## src/design/cobs_console_frame_receiver_assert.svh

```systemverilog
// ----------------------------------------------------------------------------
// Assertion macros for the COBS console frame receiver
// Clocked assertion shorthands, disabled while the block is in reset.
// ----------------------------------------------------------------------------
`ifndef COBS_CONSOLE_FRAME_RECEIVER_ASSERT_SVH
`define COBS_CONSOLE_FRAME_RECEIVER_ASSERT_SVH

// The property must hold at every clock edge out of reset.
`define CCFR_ASSERT_ALWAYS(lbl, prop, msg) \
  lbl: assert property (@(posedge clk) disable iff (rst) (prop)) else $error(msg);

// The consequent must hold in the cycle after the antecedent.
`define CCFR_ASSERT_NEXT(lbl, ante, cons, msg) \
  lbl: assert property (@(posedge clk) disable iff (rst) (ante) |=> (cons)) else $error(msg);

`endif

```

## src/design/ccfr_pkg.sv

```systemverilog
// ----------------------------------------------------------------------------
// ccfr_pkg
// Shared codes, constants and word types of the COBS console frame receiver.
// ----------------------------------------------------------------------------
`timescale 1ns / 1ps
`default_nettype none

package ccfr_pkg;

  localparam logic [1:0] OP_LINK = 2'd0;
  localparam logic [1:0] OP_KEY  = 2'd1;
  localparam logic [1:0] OP_CODE = 2'd2;

  localparam logic [1:0] CMD_NONE  = 2'd0;
  localparam logic [1:0] CMD_FRAME = 2'd1;
  localparam logic [1:0] CMD_KEY   = 2'd2;
  localparam logic [1:0] CMD_CODE  = 2'd3;

  localparam int FRAME_LEN = 16;
  localparam int CODE_LEN  = 15;
  localparam int KEY_COUNT = 56;
  localparam int DEC_BAD   = 17;

  localparam logic [7:0] KIND_KEYS = 8'd1;
  localparam logic [7:0] KIND_CODE = 8'd2;
  localparam logic [7:0] COBS_MAX  = 8'hFF;

  localparam logic [KEY_COUNT-1:0] KEY_MASK =
    {8'h0F, 8'hFF, 8'hFF, 8'h0F, 8'h3F, 8'h1F, 8'hFF};

  typedef struct packed {
    logic [1:0]            kind;
    logic [7:0]            frame_kind;
    logic [CODE_LEN*8-1:0] payload;
    logic [5:0]            key_index;
    logic                  clear_event;
    logic [3:0]            code_index;
  } cmd_t;

  typedef struct packed {
    logic       frame_accepted;
    logic [7:0] frame_kind;
    logic       key_down;
    logic       key_event;
    logic [7:0] code_byte;
  } result_t;

endpackage

`default_nettype wire

```

## src/design/ccfr_fifo.sv

```systemverilog
// ----------------------------------------------------------------------------
// ccfr_fifo
// Small first-in first-out queue of words with full and empty flags.
// ----------------------------------------------------------------------------
`timescale 1ns / 1ps
`default_nettype none

module ccfr_fifo #(
  parameter type item_t = logic [7:0],
  parameter int  DEPTH  = 2
) (
  input  logic  clk,
  input  logic  rst,
  input  logic  wr_en,
  input  item_t wr_data,
  output logic  full,
  input  logic  rd_en,
  output item_t rd_data,
  output logic  empty
);

  localparam int PTR_W = (DEPTH > 1) ? $clog2(DEPTH) : 1;
  localparam int CNT_W = $clog2(DEPTH + 1);

  item_t              mem [DEPTH];
  logic [PTR_W-1:0]   wr_ptr;
  logic [PTR_W-1:0]   rd_ptr;
  logic [CNT_W-1:0]   count;

  assign full    = (count == CNT_W'(DEPTH));
  assign empty   = (count == '0);
  assign rd_data = mem[rd_ptr];

  always_ff @(posedge clk) begin
    if (wr_en) begin
      mem[wr_ptr] <= wr_data;
    end
  end

  always_ff @(posedge clk) begin
    if (rst) begin
      wr_ptr <= '0;
      rd_ptr <= '0;
      count  <= '0;
    end else begin
      if (wr_en) begin
        wr_ptr <= (wr_ptr == PTR_W'(DEPTH - 1)) ? '0 : wr_ptr + 1'b1;
      end
      if (rd_en) begin
        rd_ptr <= (rd_ptr == PTR_W'(DEPTH - 1)) ? '0 : rd_ptr + 1'b1;
      end
      if (wr_en && !rd_en) begin
        count <= count + 1'b1;
      end else if (rd_en && !wr_en) begin
        count <= count - 1'b1;
      end
    end
  end

endmodule

`default_nettype wire

```

## src/design/ccfr_front.sv

```systemverilog
// ----------------------------------------------------------------------------
// ccfr_front
// Accepts input words, assembles and COBS-decodes link frames on the fly,
// and issues one command word per input word to the back end.
// ----------------------------------------------------------------------------
`timescale 1ns / 1ps
`default_nettype none
`include "cobs_console_frame_receiver_assert.svh"

module ccfr_front #(
  parameter int RAW_LIMIT = 64
) (
  input  logic           clk,
  input  logic           rst,
  input  logic           cfg_write,
  input  logic [7:0]     cfg_data,
  input  logic           push,
  output logic           full,
  input  logic [1:0]     op,
  input  logic [7:0]     rx_byte,
  input  logic [5:0]     key_index,
  input  logic           clear_event,
  input  logic [3:0]     code_index,
  output ccfr_pkg::cmd_t cmd,
  output logic           cmd_push,
  input  logic           cmd_full
);
  import ccfr_pkg::*;

  localparam int RAW_W = $clog2(RAW_LIMIT);

  logic [7:0]       delim;
  logic [RAW_W-1:0] raw_count;
  logic [RAW_W-1:0] raw_count_next;
  logic [7:0]       block_remaining;
  logic [7:0]       block_remaining_next;
  logic [7:0]       block_code;
  logic [7:0]       block_code_next;
  logic [4:0]       decoded_count;
  logic [4:0]       decoded_count_next;
  logic [7:0]       decoded_bytes [FRAME_LEN];

  logic       take;
  logic       link;
  logic       frame_ok;
  logic       dec_wr;
  logic [7:0] dec_data;

  assign full     = cmd_full;
  assign take     = push && !full;
  assign link     = take && (op == OP_LINK);
  assign cmd_push = take;

  always_comb begin
    raw_count_next       = raw_count;
    block_remaining_next = block_remaining;
    block_code_next      = block_code;
    decoded_count_next   = decoded_count;
    dec_wr               = 1'b0;
    dec_data             = 8'd0;
    frame_ok             = 1'b0;
    if (link) begin
      if (rx_byte == delim) begin
        frame_ok = (raw_count != '0) && (block_remaining == 8'd0) &&
                   (decoded_count == 5'(FRAME_LEN));
        raw_count_next       = '0;
        block_remaining_next = 8'd0;
        block_code_next      = 8'd0;
        decoded_count_next   = 5'd0;
      end else if (raw_count < RAW_W'(RAW_LIMIT - 1)) begin
        raw_count_next = raw_count + 1'b1;
        if (block_remaining == 8'd0) begin
          dec_wr          = (block_code != 8'd0) && (block_code != COBS_MAX);
          block_code_next = rx_byte;
          block_remaining_next = (rx_byte == 8'd0) ? 8'd0 : rx_byte - 8'd1;
        end else begin
          dec_wr               = 1'b1;
          dec_data             = rx_byte;
          block_remaining_next = block_remaining - 8'd1;
        end
        if (dec_wr && (decoded_count < 5'(DEC_BAD))) begin
          decoded_count_next = decoded_count + 5'd1;
        end
        if ((block_remaining == 8'd0) && (rx_byte == 8'd0)) begin
          decoded_count_next = 5'(DEC_BAD);
        end
      end else begin
        raw_count_next       = '0;
        block_remaining_next = 8'd0;
        block_code_next      = 8'd0;
        decoded_count_next   = 5'd0;
      end
    end
  end

  always_comb begin
    cmd.frame_kind  = decoded_bytes[0];
    cmd.key_index   = key_index;
    cmd.clear_event = clear_event;
    cmd.code_index  = code_index;
    for (int i = 0; i < CODE_LEN; i++) begin
      cmd.payload[8*i +: 8] = decoded_bytes[i+1];
    end
    case (op)
      OP_LINK: cmd.kind = frame_ok ? CMD_FRAME : CMD_NONE;
      OP_KEY:  cmd.kind = CMD_KEY;
      OP_CODE: cmd.kind = CMD_CODE;
      default: cmd.kind = CMD_NONE;
    endcase
  end

  always_ff @(posedge clk) begin
    if (dec_wr && (decoded_count < 5'(FRAME_LEN))) begin
      decoded_bytes[decoded_count[3:0]] <= dec_data;
    end
  end

  always_ff @(posedge clk) begin
    if (rst) begin
      delim           <= 8'd0;
      raw_count       <= '0;
      block_remaining <= 8'd0;
      block_code      <= 8'd0;
      decoded_count   <= 5'd0;
    end else begin
      if (cfg_write) begin
        delim <= cfg_data;
      end
      raw_count       <= raw_count_next;
      block_remaining <= block_remaining_next;
      block_code      <= block_code_next;
      decoded_count   <= decoded_count_next;
    end
  end

  `CCFR_ASSERT_ALWAYS(a_dec_count_range, decoded_count <= 5'(DEC_BAD), "decoded count overrun")
  `CCFR_ASSERT_ALWAYS(a_no_block_no_rem, (block_code != 8'd0) || (block_remaining == 8'd0), "data expected without a code byte")
  `CCFR_ASSERT_NEXT(a_delim_clears, link && (rx_byte == delim), (raw_count == '0) && (decoded_count == 5'd0), "frame not cleared at delimiter")

endmodule

`default_nettype wire

```

## src/design/ccfr_back.sv

```systemverilog
// ----------------------------------------------------------------------------
// ccfr_back
// Executes command words: applies accepted frames to the key and code state,
// answers key queries and code reads, and forms one result word per command.
// ----------------------------------------------------------------------------
`timescale 1ns / 1ps
`default_nettype none
`include "cobs_console_frame_receiver_assert.svh"

module ccfr_back (
  input  logic              clk,
  input  logic              rst,
  input  ccfr_pkg::cmd_t    cmd,
  input  logic              cmd_empty,
  output logic              cmd_pop,
  output ccfr_pkg::result_t res,
  output logic              res_push,
  input  logic              res_full
);
  import ccfr_pkg::*;

  logic [KEY_COUNT-1:0] held_keys;
  logic [KEY_COUNT-1:0] press_events;
  logic [7:0]           code_store [CODE_LEN];

  logic                 go;
  logic [KEY_COUNT-1:0] key_now;
  logic                 key_ok;
  logic                 key_down;
  logic                 key_event;
  logic                 code_ok;

  assign go       = !cmd_empty && !res_full;
  assign cmd_pop  = go;
  assign res_push = go;

  assign key_now   = cmd.payload[KEY_COUNT-1:0] & KEY_MASK;
  assign key_ok    = (cmd.key_index < 6'(KEY_COUNT));
  assign key_down  = key_ok && held_keys[cmd.key_index];
  assign key_event = key_ok && press_events[cmd.key_index];
  assign code_ok   = (cmd.code_index < 4'(CODE_LEN));

  always_comb begin
    res = '0;
    case (cmd.kind)
      CMD_FRAME: begin
        res.frame_accepted = 1'b1;
        res.frame_kind     = cmd.frame_kind;
      end
      CMD_KEY: begin
        res.key_down  = key_down;
        res.key_event = key_event;
      end
      CMD_CODE: begin
        res.code_byte = code_ok ? code_store[cmd.code_index] : 8'd0;
      end
      default: res = '0;
    endcase
  end

  always_ff @(posedge clk) begin
    if (rst) begin
      held_keys    <= '0;
      press_events <= '0;
      for (int i = 0; i < CODE_LEN; i++) begin
        code_store[i] <= 8'd0;
      end
    end else if (go) begin
      if (cmd.kind == CMD_FRAME) begin
        if (cmd.frame_kind == KIND_KEYS) begin
          press_events <= press_events | (key_now & ~held_keys);
          held_keys    <= key_now;
        end else if (cmd.frame_kind == KIND_CODE) begin
          for (int i = 0; i < CODE_LEN; i++) begin
            code_store[i] <= cmd.payload[8*i +: 8];
          end
        end
      end else if ((cmd.kind == CMD_KEY) && key_event && cmd.clear_event) begin
        press_events[cmd.key_index] <= 1'b0;
      end
    end
  end

  `CCFR_ASSERT_ALWAYS(a_held_masked, (held_keys & ~KEY_MASK) == '0, "held key outside mask")
  `CCFR_ASSERT_ALWAYS(a_press_masked, (press_events & ~KEY_MASK) == '0, "press event outside mask")
  `CCFR_ASSERT_NEXT(a_keys_loaded, go && (cmd.kind == CMD_FRAME) && (cmd.frame_kind == KIND_KEYS), held_keys == $past(key_now), "key frame not applied")

endmodule

`default_nettype wire

```

## src/design/cobs_console_frame_receiver.sv

```systemverilog
// ----------------------------------------------------------------------------
// cobs_console_frame_receiver
// Console link receiver: COBS frame decoding, key state and code storage.
// ----------------------------------------------------------------------------
// The block takes one input word per clock while full is low and gives one
// result word for each, in order. The front end decodes one link byte per
// cycle unless stalled and the back end applies a whole 56-key update at
// once, so the sustained rate is one word per cycle as long as results are
// popped. Two-entry queues sit between front and back and in front of the
// result ports. The user must write the frame delimiter through cfg_write
// and cfg_data only while the block is idle; the block does not enforce it.
`timescale 1ns / 1ps
`default_nettype none

module cobs_console_frame_receiver #(
  parameter int RAW_LIMIT = 64
) (
  input  logic       clk,
  input  logic       rst,
  input  logic       cfg_write,
  input  logic [7:0] cfg_data,
  input  logic       push,
  output logic       full,
  input  logic [1:0] op,
  input  logic [7:0] rx_byte,
  input  logic [5:0] key_index,
  input  logic       clear_event,
  input  logic [3:0] code_index,
  output logic       empty,
  input  logic       pop,
  output logic       frame_accepted,
  output logic [7:0] frame_kind,
  output logic       key_down,
  output logic       key_event,
  output logic [7:0] code_byte
);
  import ccfr_pkg::*;

  cmd_t    front_cmd;
  logic    front_push;
  logic    cmd_full;
  cmd_t    back_cmd;
  logic    cmd_empty;
  logic    cmd_pop;
  result_t back_res;
  logic    res_push;
  logic    res_full;
  result_t head;

  ccfr_front #(
    .RAW_LIMIT(RAW_LIMIT)
  ) u_front (
    .clk        (clk),
    .rst        (rst),
    .cfg_write  (cfg_write),
    .cfg_data   (cfg_data),
    .push       (push),
    .full       (full),
    .op         (op),
    .rx_byte    (rx_byte),
    .key_index  (key_index),
    .clear_event(clear_event),
    .code_index (code_index),
    .cmd        (front_cmd),
    .cmd_push   (front_push),
    .cmd_full   (cmd_full)
  );

  ccfr_fifo #(
    .item_t(cmd_t),
    .DEPTH (2)
  ) u_cmd_fifo (
    .clk    (clk),
    .rst    (rst),
    .wr_en  (front_push),
    .wr_data(front_cmd),
    .full   (cmd_full),
    .rd_en  (cmd_pop),
    .rd_data(back_cmd),
    .empty  (cmd_empty)
  );

  ccfr_back u_back (
    .clk      (clk),
    .rst      (rst),
    .cmd      (back_cmd),
    .cmd_empty(cmd_empty),
    .cmd_pop  (cmd_pop),
    .res      (back_res),
    .res_push (res_push),
    .res_full (res_full)
  );

  ccfr_fifo #(
    .item_t(result_t),
    .DEPTH (2)
  ) u_res_fifo (
    .clk    (clk),
    .rst    (rst),
    .wr_en  (res_push),
    .wr_data(back_res),
    .full   (res_full),
    .rd_en  (pop && !empty),
    .rd_data(head),
    .empty  (empty)
  );

  assign frame_accepted = head.frame_accepted;
  assign frame_kind     = head.frame_kind;
  assign key_down       = head.key_down;
  assign key_event      = head.key_event;
  assign code_byte      = head.code_byte;

endmodule

`default_nettype wire

```

## config.mk

```make
export PLATFORM = sky130hd
export DESIGN_NAME = cobs_console_frame_receiver
export DESIGN_NICKNAME = d
export VERILOG_FILES = /design/src/design/ccfr_pkg.sv /design/src/design/ccfr_fifo.sv /design/src/design/ccfr_front.sv /design/src/design/ccfr_back.sv /design/src/design/cobs_console_frame_receiver.sv
export VERILOG_INCLUDE_DIRS = /design/src /design/src/design
export SDC_FILE = /design/constraint.sdc
export NUM_CORES = 1
export LEC_CHECK = 0
export BUFFER_PORTS_ARGS = -buffer_cell sky130_fd_sc_hd__buf_2
export CAP_MARGIN = 20
export CORE_AREA = 5 5 223 225
export CTS_CLUSTER_DIAMETER = 80
export DETAILED_ROUTE_END_ITERATION = 10
export DIE_AREA = 0 0 228 230
export MAX_ROUTING_LAYER = met4
export PLACE_DENSITY = 0.74
export SLEW_MARGIN = 20
export SYNTH_ARGS = -nofsm -noshare
export SYNTH_HDL_FRONTEND = slang
export SYNTH_SLANG_ARGS = --single-unit
```

## constraint.sdc

```tcl
create_clock -name clk -period 19.5 [get_ports clk]
set_input_delay 3.9 -clock clk [delete_from_list [all_inputs] [get_ports clk]]
set_output_delay 3.9 -clock clk [all_outputs]
set_load 0.05 [all_outputs]
```

==> results of run 1 <==
cell families after synthesis:
logic type      Yosys count  synth area share [%]
buf+inv                 147                 2.512
xor+xnor                 24                0.7442
flops                   712                 70.59
fa+ha+maj                12                0.5315
mux                     186                 6.977
compound gates          304                 7.956
simple gates            700                 10.69
worst paths after layout:
check / start / endpoint / cells past startpoint
max: push / u_front.decoded_bytes[1][5] / 6
min: u_back.press_events[53] / u_back.press_events[53] / 2
max reg2reg: flop / u_back.press_events[34] / 9
min reg2reg: u_back.press_events[53] / u_back.press_events[53] / 2
through the flow:
step	power, W	setup slack, ns
CTS	0.004224	13.22
detailed placement	0.002789	12.68
global placement	0.002772	12.77
floorplan	0.002529	8.512
global route	0.004363	12.94
finish	0.004215	13.16
sequential cells by signal, summed over array words and instances, names as in the netlist, named ones only:
signal,flops
u_back.code_store,120
u_back.held_keys,43
u_back.press_events,56
u_cmd_fifo.count,2
u_cmd_fifo.mem,282
u_cmd_fifo.rd_ptr,1
u_cmd_fifo.wr_ptr,1
u_front.block_code,8
u_front.block_remaining,8
u_front.decoded_bytes,128
u_front.decoded_count,5
u_front.delim,8
u_front.raw_count,6
u_res_fifo.count,2
u_res_fifo.mem,38
u_res_fifo.rd_ptr,1
u_res_fifo.wr_ptr,1
power groups by stage:
stage	logic [W]	registers, W	clock network [W]
after global routing	0.000940	0.00190	0.00153
final	0.000889	0.00188	0.00144
after detailed placement	0.000877	0.00191	0
after CTS	0.000884	0.00188	0.00146
after global placement	0.000868	0.00190	0
after floorplan	0.000636	0.00189	0
layer usage:
layer | share of wire (%) | vias up
li1 | - | 7824
met1 | 41 | 8451
met2 | 46 | 892
met3 | 10 | 106
met4 | 2.4 | 0
met5 | 0 | -
cell type report:
cell class	instances	area (sq um)	area share [%]
multi-input cells	1226	7669	24.36
clock buffers	99	2111	6.705
clock inverters	33	399.1	1.268
flip-flops and latches	712	19940	63.35
well taps	615	769.5	2.444
diodes	3	7.507	0.02385
inverters	30	112.6	0.3577
repair buffers	80	471.7	1.498
worst reg2reg max path, delay by kind of cell, from the launching register on:
family                 cells  cell delay [ns]
buffers and inverters      2             1.57
flip-flops                 1             0.88
AND/OR/NAND/NOR            4             1.47
AO/OA/AOI/OAI              3             0.77
Yosys cell counts (4+ instances only):
| cell type | instances |
|---|---|
| sky130_fd_sc_hd__a32oi_1 | 7 |
| sky130_fd_sc_hd__nand3_1 | 46 |
| sky130_fd_sc_hd__a22oi_1 | 9 |
| sky130_fd_sc_hd__nand2_1 | 186 |
| sky130_fd_sc_hd__o221ai_1 | 10 |
| sky130_fd_sc_hd__o41a_1 | 10 |
| sky130_fd_sc_hd__a31oi_1 | 9 |
| sky130_fd_sc_hd__nor3b_1 | 12 |
| sky130_fd_sc_hd__ha_1 | 12 |
| sky130_fd_sc_hd__o31a_1 | 26 |
| sky130_fd_sc_hd__o21ai_0 | 26 |
| sky130_fd_sc_hd__nand4_1 | 5 |
| sky130_fd_sc_hd__or3_1 | 8 |
| sky130_fd_sc_hd__o22ai_1 | 9 |
| sky130_fd_sc_hd__o22a_1 | 5 |
| sky130_fd_sc_hd__a211oi_1 | 51 |
| sky130_fd_sc_hd__or4_1 | 4 |
| sky130_fd_sc_hd__nand2b_1 | 10 |
| sky130_fd_sc_hd__xnor2_1 | 16 |
| sky130_fd_sc_hd__clkbuf_1 | 44 |
| sky130_fd_sc_hd__buf_2 | 38 |
| sky130_fd_sc_hd__inv_1 | 30 |
| sky130_fd_sc_hd__and3_1 | 22 |
| sky130_fd_sc_hd__mux2i_1 | 148 |
| sky130_fd_sc_hd__buf_1 | 11 |
| sky130_fd_sc_hd__a21oi_1 | 71 |
| sky130_fd_sc_hd__nor2_1 | 351 |
| sky130_fd_sc_hd__buf_4 | 18 |
| sky130_fd_sc_hd__or2_0 | 6 |
| sky130_fd_sc_hd__nor3_1 | 17 |
| sky130_fd_sc_hd__xor2_1 | 8 |
| sky130_fd_sc_hd__dfxtp_1 | 144 |
| sky130_fd_sc_hd__nor2b_1 | 6 |
| sky130_fd_sc_hd__nor4_1 | 10 |
| sky130_fd_sc_hd__mux2_2 | 29 |
| sky130_fd_sc_hd__a311oi_1 | 39 |
| sky130_fd_sc_hd__edfxtp_1 | 568 |
| sky130_fd_sc_hd__buf_6 | 4 |
==> impl_metrics.ini, run 1 <==
[status]
run_status = completed

[route]
ratio_of_routed_vias_to_standard_cells = 6.173
avgRoutedWirePerCell_um = 23.94
routed-via-count = 17273
detail_route.wirelength_um = 66990
drc = 0
number_of_nets_with_antenna_violations_after_routing = 0
detailedRoute.firstIterationViolations = 2231
drtPass1Iterations = 8

[grt]
top_usage_layer = met2
grt_antenna_before_repair = 6
pin_count_of_the_biggest_net_entering_global_routing = 108
grt_usage_pct = 25.98
met3_resource_use_gr_pct = 6.242
met1_usage_pct = 36.07
grt_first_pass_wirelength_um = 101400
globalRouteOverflowTotal = 0
groute.layer.met2.usage_pct = 38.63
first_global_vias = 16725

[hold_path]
hold_class = reg2reg

[logic_synthesis]
postSynthCellCount = 2085
synth_seq_area_share_pct = 70.59
synth_ff_type = sky130_fd_sc_hd__edfxtp_1
netlist-cell-type-count = 77
synth.net_count = 2131
post-synth-top-area-cell = sky130_fd_sc_hd__edfxtp_1
yosysWarningCount = 0
yosys.area.top_type_share_pct = 60.39
synthArstFlopShare_pct = 0
ys_seq_elements = 712
netlist_top_cells_area = sky130_fd_sc_hd__edfxtp_1 (60%), sky130_fd_sc_hd__dfxtp_1 (10%), sky130_fd_sc_hd__mux2i_1 (5.2%), sky130_fd_sc_hd__nor2_1 (4.7%), sky130_fd_sc_hd__nand2_1 (2.5%)
synth_enable_flop_cells = 568
synthesis.area_per_instance_sq_um = 13.55
post_synth_instance_area_sq_um = 28250

[die]
die_area_sq_um = 52440
placeableCoreArea_sq_um = 47350
fp.dieW_um = 228
num_rows = 80
io-pin-count = 55
dieHeight_um = 230
initial_core_utilization_pct = 59.66

[worst_setup_path]
critical_path.cell_chain = buf_2 -> and2_0 -> nand2_1 -> nor4b_1 -> nand2_1 -> nor2_1
crit_fanout = 24
critical_path_arrival_ns = 6.56
critical_path.top_delay_family = simple AND/OR/NAND/NOR gates
critical_path.startpoint_type = input port
crit_path_max_incr_delay_ns = 0.81
critical-path-slowest-cell = sky130_fd_sc_hd__nor4b_1
worst-path-buf-inv = 1
worstSetupEndpointType = flop
worstSetupPathType = in2reg
r2r_slack_ns = 14.75
timing.critical_path.mode_cell = sky130_fd_sc_hd__nand2_1
cp.required_ns = 19.73

[timing]
finalHoldViolCount = 0
fin_crit_ns = 6.337
tightestPinTransition_ns = 1.077
timing.fmax_mhz = 157.8
timing.final.crit_share_pct = 32.50
holdWs_ns = 0.4378
grt_setup_unrepaired = false
clock_skew_ns = 0.02427
relSlewSlack_pct = 28.17
setup_total_negative_slack_ns = 0
report.final.slew_viol_count = 0
finalSetupViolations = 0

[pwr]
irDropWorstVdd_v = 0.0001055
share_comb_of_total_power_pct = 21.1
power_switching_share_pct = 30.22
netSwitchingPower_w = 0.001274
power.share.sequential_pct = 44.6
powerDensity_nw_per_um2 = 133.9
power.leakage_nw = 10.68
p_clk_share_pct = 34.3
internal_power_w = 0.002941

[placed_design]
buffer_ports.inserted = 54
place_inst = 2663
hpwlAfterDp_um = 42930
postPlaceCellArea_sq_um = 28970
routabilityCongestion = 0.9260

[clocking]
cts.clk_slew.worst_paths_ns = 0.06
cts_stage_hold_buffer_count = 0
post_cts_setup_driven_buffer_insertion_count = 0
cts_root_buf = sky130_fd_sc_hd__clkbuf_16
clock_tree_from_tritoncts = yes
numCtsBuffers = 73
level_count_of_the_clock_h_tree = 3
insertion_delay_ns = 0.61
cts_repair_resize_count = 0
clock_path_buffers = 3
cts_sinks = 712

[final_layout]
finalNetCount = 2169
layout.cells.most_common_list = sky130_fd_sc_hd__edfxtp_1 (568), sky130_fd_sc_hd__nor2_1 (351), sky130_fd_sc_hd__nand2_1 (186)
fillCellCount = 3330
postLayoutCellArea_sq_um = 31480
fraction_of_layout_instances_using_a_drive_strength_above_1_pct = 11.51
finalNonFillerCells = 2798
most_frequent_standard_cell_in_the_layout_excluding_fill_and_tap_cells = sky130_fd_sc_hd__edfxtp_1
utilization_pct = 66.50
synthesis_to_layout_area_growth_pct = 11.46

[flow_run]
max-cap-violations = 0
Power figures use the tool's default switching activity.
==> run 2: changes to the inputs <==
Clock period 19.5 ns to 6.3 ns, I/O delays scaled along.
==> run 2 against run 1 <==
Global-route usage decreased by 1.1 points. Cell area decreased by 0.58%. Worst setup slack got worse by 11 ns. Clock power increased to 2.8 times the previous value. Critical path type unchanged. Critical endpoint is now u_front.decoded_bytes[2][3]. Largest cell class unchanged. Largest power group unchanged.
==> impl_metrics.ini, run 2 (synthesis gave the netlist of run 1 again) <==
[status]
run_status = completed

[worst_setup_path]
critical_path_arrival_ns = 4.11
timing.critical_path.mode_cell = sky130_fd_sc_hd__nand2_1
worstSetupPathType = in2reg
crit_path_max_incr_delay_ns = 0.87
critical_path.startpoint_type = input port
crit_fanout = 24
critical-path-slowest-cell = sky130_fd_sc_hd__nor4b_1
critical_path.cell_chain = buf_2 -> and2_0 -> nand2_1 -> nor4b_1 -> nand2_1 -> nor2_1
worstSetupEndpointType = flop
worst-path-buf-inv = 1
critical_path.top_delay_family = simple AND/OR/NAND/NOR gates
cp.required_ns = 6.52

[route]
avgRoutedWirePerCell_um = 22.97
drtPass1Iterations = 6
drc = 0
detail_route.wirelength_um = 64210
detailedRoute.firstIterationViolations = 2008
number_of_nets_with_antenna_violations_after_routing = 0
routed-via-count = 17243
ratio_of_routed_vias_to_standard_cells = 6.169

[timing]
setup_total_negative_slack_ns = 0
grt_setup_unrepaired = false
holdWs_ns = 0.4398
clock_skew_ns = 0.01891
finalSetupViolations = 0
fin_crit_ns = 3.890
timing.fmax_mhz = 257.1
relSlewSlack_pct = 29.99
finalHoldViolCount = 0
report.final.slew_viol_count = 0
tightestPinTransition_ns = 1.021
timing.final.crit_share_pct = 61.75

[pwr]
irDropWorstVdd_v = 0.0004351
powerDensity_nw_per_um2 = 402.9
power.leakage_nw = 10.58

[final_layout]
most_frequent_standard_cell_in_the_layout_excluding_fill_and_tap_cells = sky130_fd_sc_hd__edfxtp_1
postLayoutCellArea_sq_um = 31300
synthesis_to_layout_area_growth_pct = 10.81
diodes = 0
fraction_of_layout_instances_using_a_drive_strength_above_1_pct = 11.10
finalNetCount = 2171
layout.cells.most_common_list = sky130_fd_sc_hd__edfxtp_1 (568), sky130_fd_sc_hd__nor2_1 (351), sky130_fd_sc_hd__nand2_1 (186)
utilization_pct = 66.11
registers.top_by_ff_count = u_cmd_fifo.mem
largest_reg_flops = 282

[grt]
first_global_vias = 16851
globalRouteOverflowTotal = 0
grt_first_pass_wirelength_um = 98950
grt_usage_pct = 24.85
grt_antenna_before_repair = 1
pin_count_of_the_biggest_net_entering_global_routing = 142

[placed_design]
routabilityCongestion = 0.9361
hpwlAfterDp_um = 40330
buffer_ports.inserted = 54
postPlaceCellArea_sq_um = 29050

[die]
initial_core_utilization_pct = 59.66
placeableCoreArea_sq_um = 47350
num_rows = 80
io-pin-count = 55
fp.dieW_um = 228
die_area_sq_um = 52440
dieHeight_um = 230

[clocking]
post_cts_setup_driven_buffer_insertion_count = 0
clock_path_buffers = 3
numCtsBuffers = 72
clock_tree_from_tritoncts = yes
cts.clk_slew.worst_paths_ns = 0.06
cts_sinks = 712
cts_repair_resize_count = 0
cts_root_buf = sky130_fd_sc_hd__clkbuf_16
cts_stage_hold_buffer_count = 0
level_count_of_the_clock_h_tree = 3
insertion_delay_ns = 0.59

[flow_run]
max-cap-violations = 0

[hold_path]
hold_class = reg2reg
run 2: stage by stage:
step           cells  power [W]  setup WS [ns]
6_report        2795    0.01261          2.410
5_1_grt         2795    0.01308          2.281
4_1_cts         2794    0.01263          2.482
3_5_place_dp    2665   0.008604          1.928
3_3_place_gp    2664   0.008528          2.152
2_1_floorplan   2085   0.007804         0.6654
run 2: area by class of cell:
| class | count | area, sq um |
|---|---|---|
| Sequential cell | 712 | 19940 |
| Fill cell | 3328 | 16050 |
| Multi-Input combinational cell | 1226 | 7672 |
| Clock buffer | 89 | 1939 |
| Tap cell | 615 | 769.5 |
| Timing Repair Buffer | 83 | 568.0 |
| Clock inverter | 40 | 294.0 |
| Inverter | 30 | 112.6 |
run 2: worst register-to-register path, stage by stage, from the launching register on:
cell	delay, ns
sky130_fd_sc_hd__dfxtp_4	0.83
sky130_fd_sc_hd__buf_4	0.85
sky130_fd_sc_hd__nand2_1	0.17
sky130_fd_sc_hd__o22a_1	0.28
sky130_fd_sc_hd__o21bai_4	0.65
sky130_fd_sc_hd__buf_12	0.50
run 2: where the power goes:
part           leakage [nW]  switching (W)  total (W)  internal (W)
clock network          1.09        0.00171    0.00406       0.00235
registers              6.56       0.000213    0.00582       0.00561
logic                  2.93        0.00193    0.00273      0.000800
run 2: path summary, 6_finish.rpt:
check | from | slack (ns) | cells past startpoint | to
max | push | 2.41 | 6 | u_front.decoded_bytes[2][3]
min | u_back.press_events[55] | 0.44 | 2 | u_back.press_events[55]
max reg2reg | flop | 2.55 | 5 | u_back.code_store[14][6]
min reg2reg | u_back.press_events[55] | 0.44 | 2 | u_back.press_events[55]
run 2: routing by layer:
metal	GRT usage [%]	share of wire (%)	up-vias
met1	34.79	42	8451
met3	4.305	8.9	142
li1	-	-	7824
met5	-	0	-
met2	38.17	47	826
met4	7.317	2.6	0
==> run 3: changes to the inputs <==
Settings changed: CORE_AREA 5 5 223 225 to 5 5 231 233, DIE_AREA 0 0 228 230 to 0 0 236 238, PLACE_DENSITY 0.74 to 0.73.
Clock period 6.3 ns to 3.3 ns, I/O delays scaled along.
==> run 3 against run 2 <==
Flip-flop and latch count unchanged. Non-clock buffer count up 72. Critical path depth up 2. Sequential share of layout area down 1.7 points. Clock skew up 0.0074 ns. Via count up 0.56%. Sequential power up 89%. Global-route usage down 1.0 points. Core utilization down 3.0 points. Largest cell class unchanged. Largest power group unchanged.
==> impl_metrics.ini, run 3 (synthesis gave the netlist of run 1 again) <==
[route]
routed-via-count = 17339
detailedRoute.firstIterationViolations = 1966
ratio_of_routed_vias_to_standard_cells = 5.912
number_of_nets_with_antenna_violations_after_routing = 0
detail_route.wirelength_um = 65610
avgRoutedWirePerCell_um = 22.37
drc = 0
drtPass1Iterations = 6

[grt]
pin_count_of_the_biggest_net_entering_global_routing = 81
first_global_vias = 17269
met3_resource_use_gr_pct = 4.727
grt_antenna_before_repair = 1
top_usage_layer = met2
groute.layer.met2.usage_pct = 36.22
met1_usage_pct = 33.14
globalRouteOverflowTotal = 0
grt_first_pass_wirelength_um = 101100
grt_usage_pct = 23.85

[timing]
relSlewSlack_pct = 29.11
grt_setup_unrepaired = false
timing.final.crit_share_pct = 96.62
finalSetupViolations = 0
fin_crit_ns = 3.189
tightestPinTransition_ns = 1.063
report.final.slew_viol_count = 0
clock_skew_ns = 0.02629
timing.fmax_mhz = 313.6
finalHoldViolCount = 0
setup_slack_ns = 0.1115

[final_layout]
fillCellCount = 3684
finalNonFillerCells = 2933
layout.cells.most_common_list = sky130_fd_sc_hd__edfxtp_1 (568), sky130_fd_sc_hd__nor2_1 (340), sky130_fd_sc_hd__nand2_1 (186)
most_frequent_standard_cell_in_the_layout_excluding_fill_and_tap_cells = sky130_fd_sc_hd__edfxtp_1
fraction_of_layout_instances_using_a_drive_strength_above_1_pct = 14.43
registers.top_by_ff_count = u_cmd_fifo.mem
finalNetCount = 2243
synthesis_to_layout_area_growth_pct = 13.89
largest_reg_flops = 282

[die]
num_rows = 83
io-pin-count = 55
die_area_sq_um = 56170
initial_core_utilization_pct = 55.39
dieHeight_um = 238
fp.dieW_um = 236
placeableCoreArea_sq_um = 50990

[status]
run_status = completed

[worst_setup_path]
cp.required_ns = 3.78
worstSetupPathType = reg2reg
critical_path_arrival_ns = 3.67
crit_fanout = 28
critical_path.startpoint_type = flop
worstSetupEndpointType = flop

[placed_design]
buffer_ports.inserted = 54
place_inst = 2801
routabilityCongestion = 0.9695
hpwlAfterDp_um = 42550
dpl_worst_slack_ns = -0.05945

[clocking]
clock_path_buffers = 3
insertion_delay_ns = 0.61
cts.clk_slew.worst_paths_ns = 0.06
numCtsBuffers = 72
cts_root_buf = sky130_fd_sc_hd__clkbuf_16
cts_sinks = 712
clock_tree_from_tritoncts = yes
level_count_of_the_clock_h_tree = 3

[hold_path]
hold_class = in2reg

[pwr]
power.leakage_nw = 11.00
irDropWorstVdd_v = 0.0004864
powerDensity_nw_per_um2 = 762.5

[flow_run]
max-cap-violations = 0
## run 3: cell type report
class | count | area (sq um) | share of cell area (%)
Clock buffer | 99 | 2007 | 6.239
Antenna cell | 1 | 2.502 | 0.007779
Clock inverter | 30 | 259.0 | 0.8051
Inverter | 30 | 112.6 | 0.3500
Sequential cell | 712 | 19940 | 61.99
Timing Repair Buffer | 155 | 1285 | 3.994
Tap cell | 680 | 850.8 | 2.645
Multi-Input combinational cell | 1226 | 7710 | 23.97
## run 3: path summary, 6_finish.rpt
kind                                start                      end  slack [ns]  depth (start not counted)
hold / removal               key_index[0]     u_cmd_fifo.mem[0][5]        0.25                          1
setup / recovery                     flop  u_back.press_events[48]        0.11                          8
setup reg to reg                     flop  u_back.press_events[48]        0.11                          8
hold reg to reg   u_back.press_events[52]  u_back.press_events[52]        0.43                          2
## run 3: routing by layer
| metal | part of all wire [%] | wire length [um] | vias to the layer above |
|---|---|---|---|
| met1 | 42 | 27730 | 8527 |
| met3 | 8.8 | 5770 | 90 |
| met2 | 47 | 30600 | 749 |
| met5 | 0 | 0 | - |
| li1 | - | - | 7973 |
| met4 | 2.3 | 1505 | 0 |
## run 3: power by group
group | internal [W] | leakage, nW | switching, W
clock | 0.00457 | 1.10 | 0.00323
combinational | 0.00185 | 3.35 | 0.00384
sequential | 0.0107 | 6.56 | 0.000363
total | 0.0171 | 11.0 | 0.00743
## run 3: worst max-delay path: stages (launching register included)
cell and delay, ns:
sky130_fd_sc_hd__dfxtp_4 0.59, sky130_fd_sc_hd__mux2_4 0.49, sky130_fd_sc_hd__mux2_2 0.28, sky130_fd_sc_hd__o22ai_1 0.07, sky130_fd_sc_hd__a221o_1 0.38, sky130_fd_sc_hd__a22oi_4 0.26
sky130_fd_sc_hd__nand3_4 0.33, sky130_fd_sc_hd__buf_4 0.31, sky130_fd_sc_hd__o31a_1 0.31
## run 3: stage by stage
step / power, W / area [sq um] / util [%] / hold slack [ns] / setup TNS (ns)
after floorplan: 0.01486 / 28270 / - / 0.4084 / -56.70
after global placement: 0.01671 / 29840 / 58.52 / 0.4217 / -0.6283
after detailed placement: 0.01683 / 29840 / 58.52 / 0.4217 / -0.4719
after CTS: 0.02459 / 32110 / 62.97 / 0.2172 / 0
after global routing: 0.02550 / 32170 / 63.08 / 0.2330 / 0
final: 0.02453 / 32170 / 63.09 / 0.2475 / 0
## run 3: timing repair
item                       4_1_cts  5_1_grt
hold buffers                     0        0
resized for setup                1       11
gates cloned                     0        0
pin swaps                        0        0
buffers inserted                 0        2
setup endpoints to repair        8      130
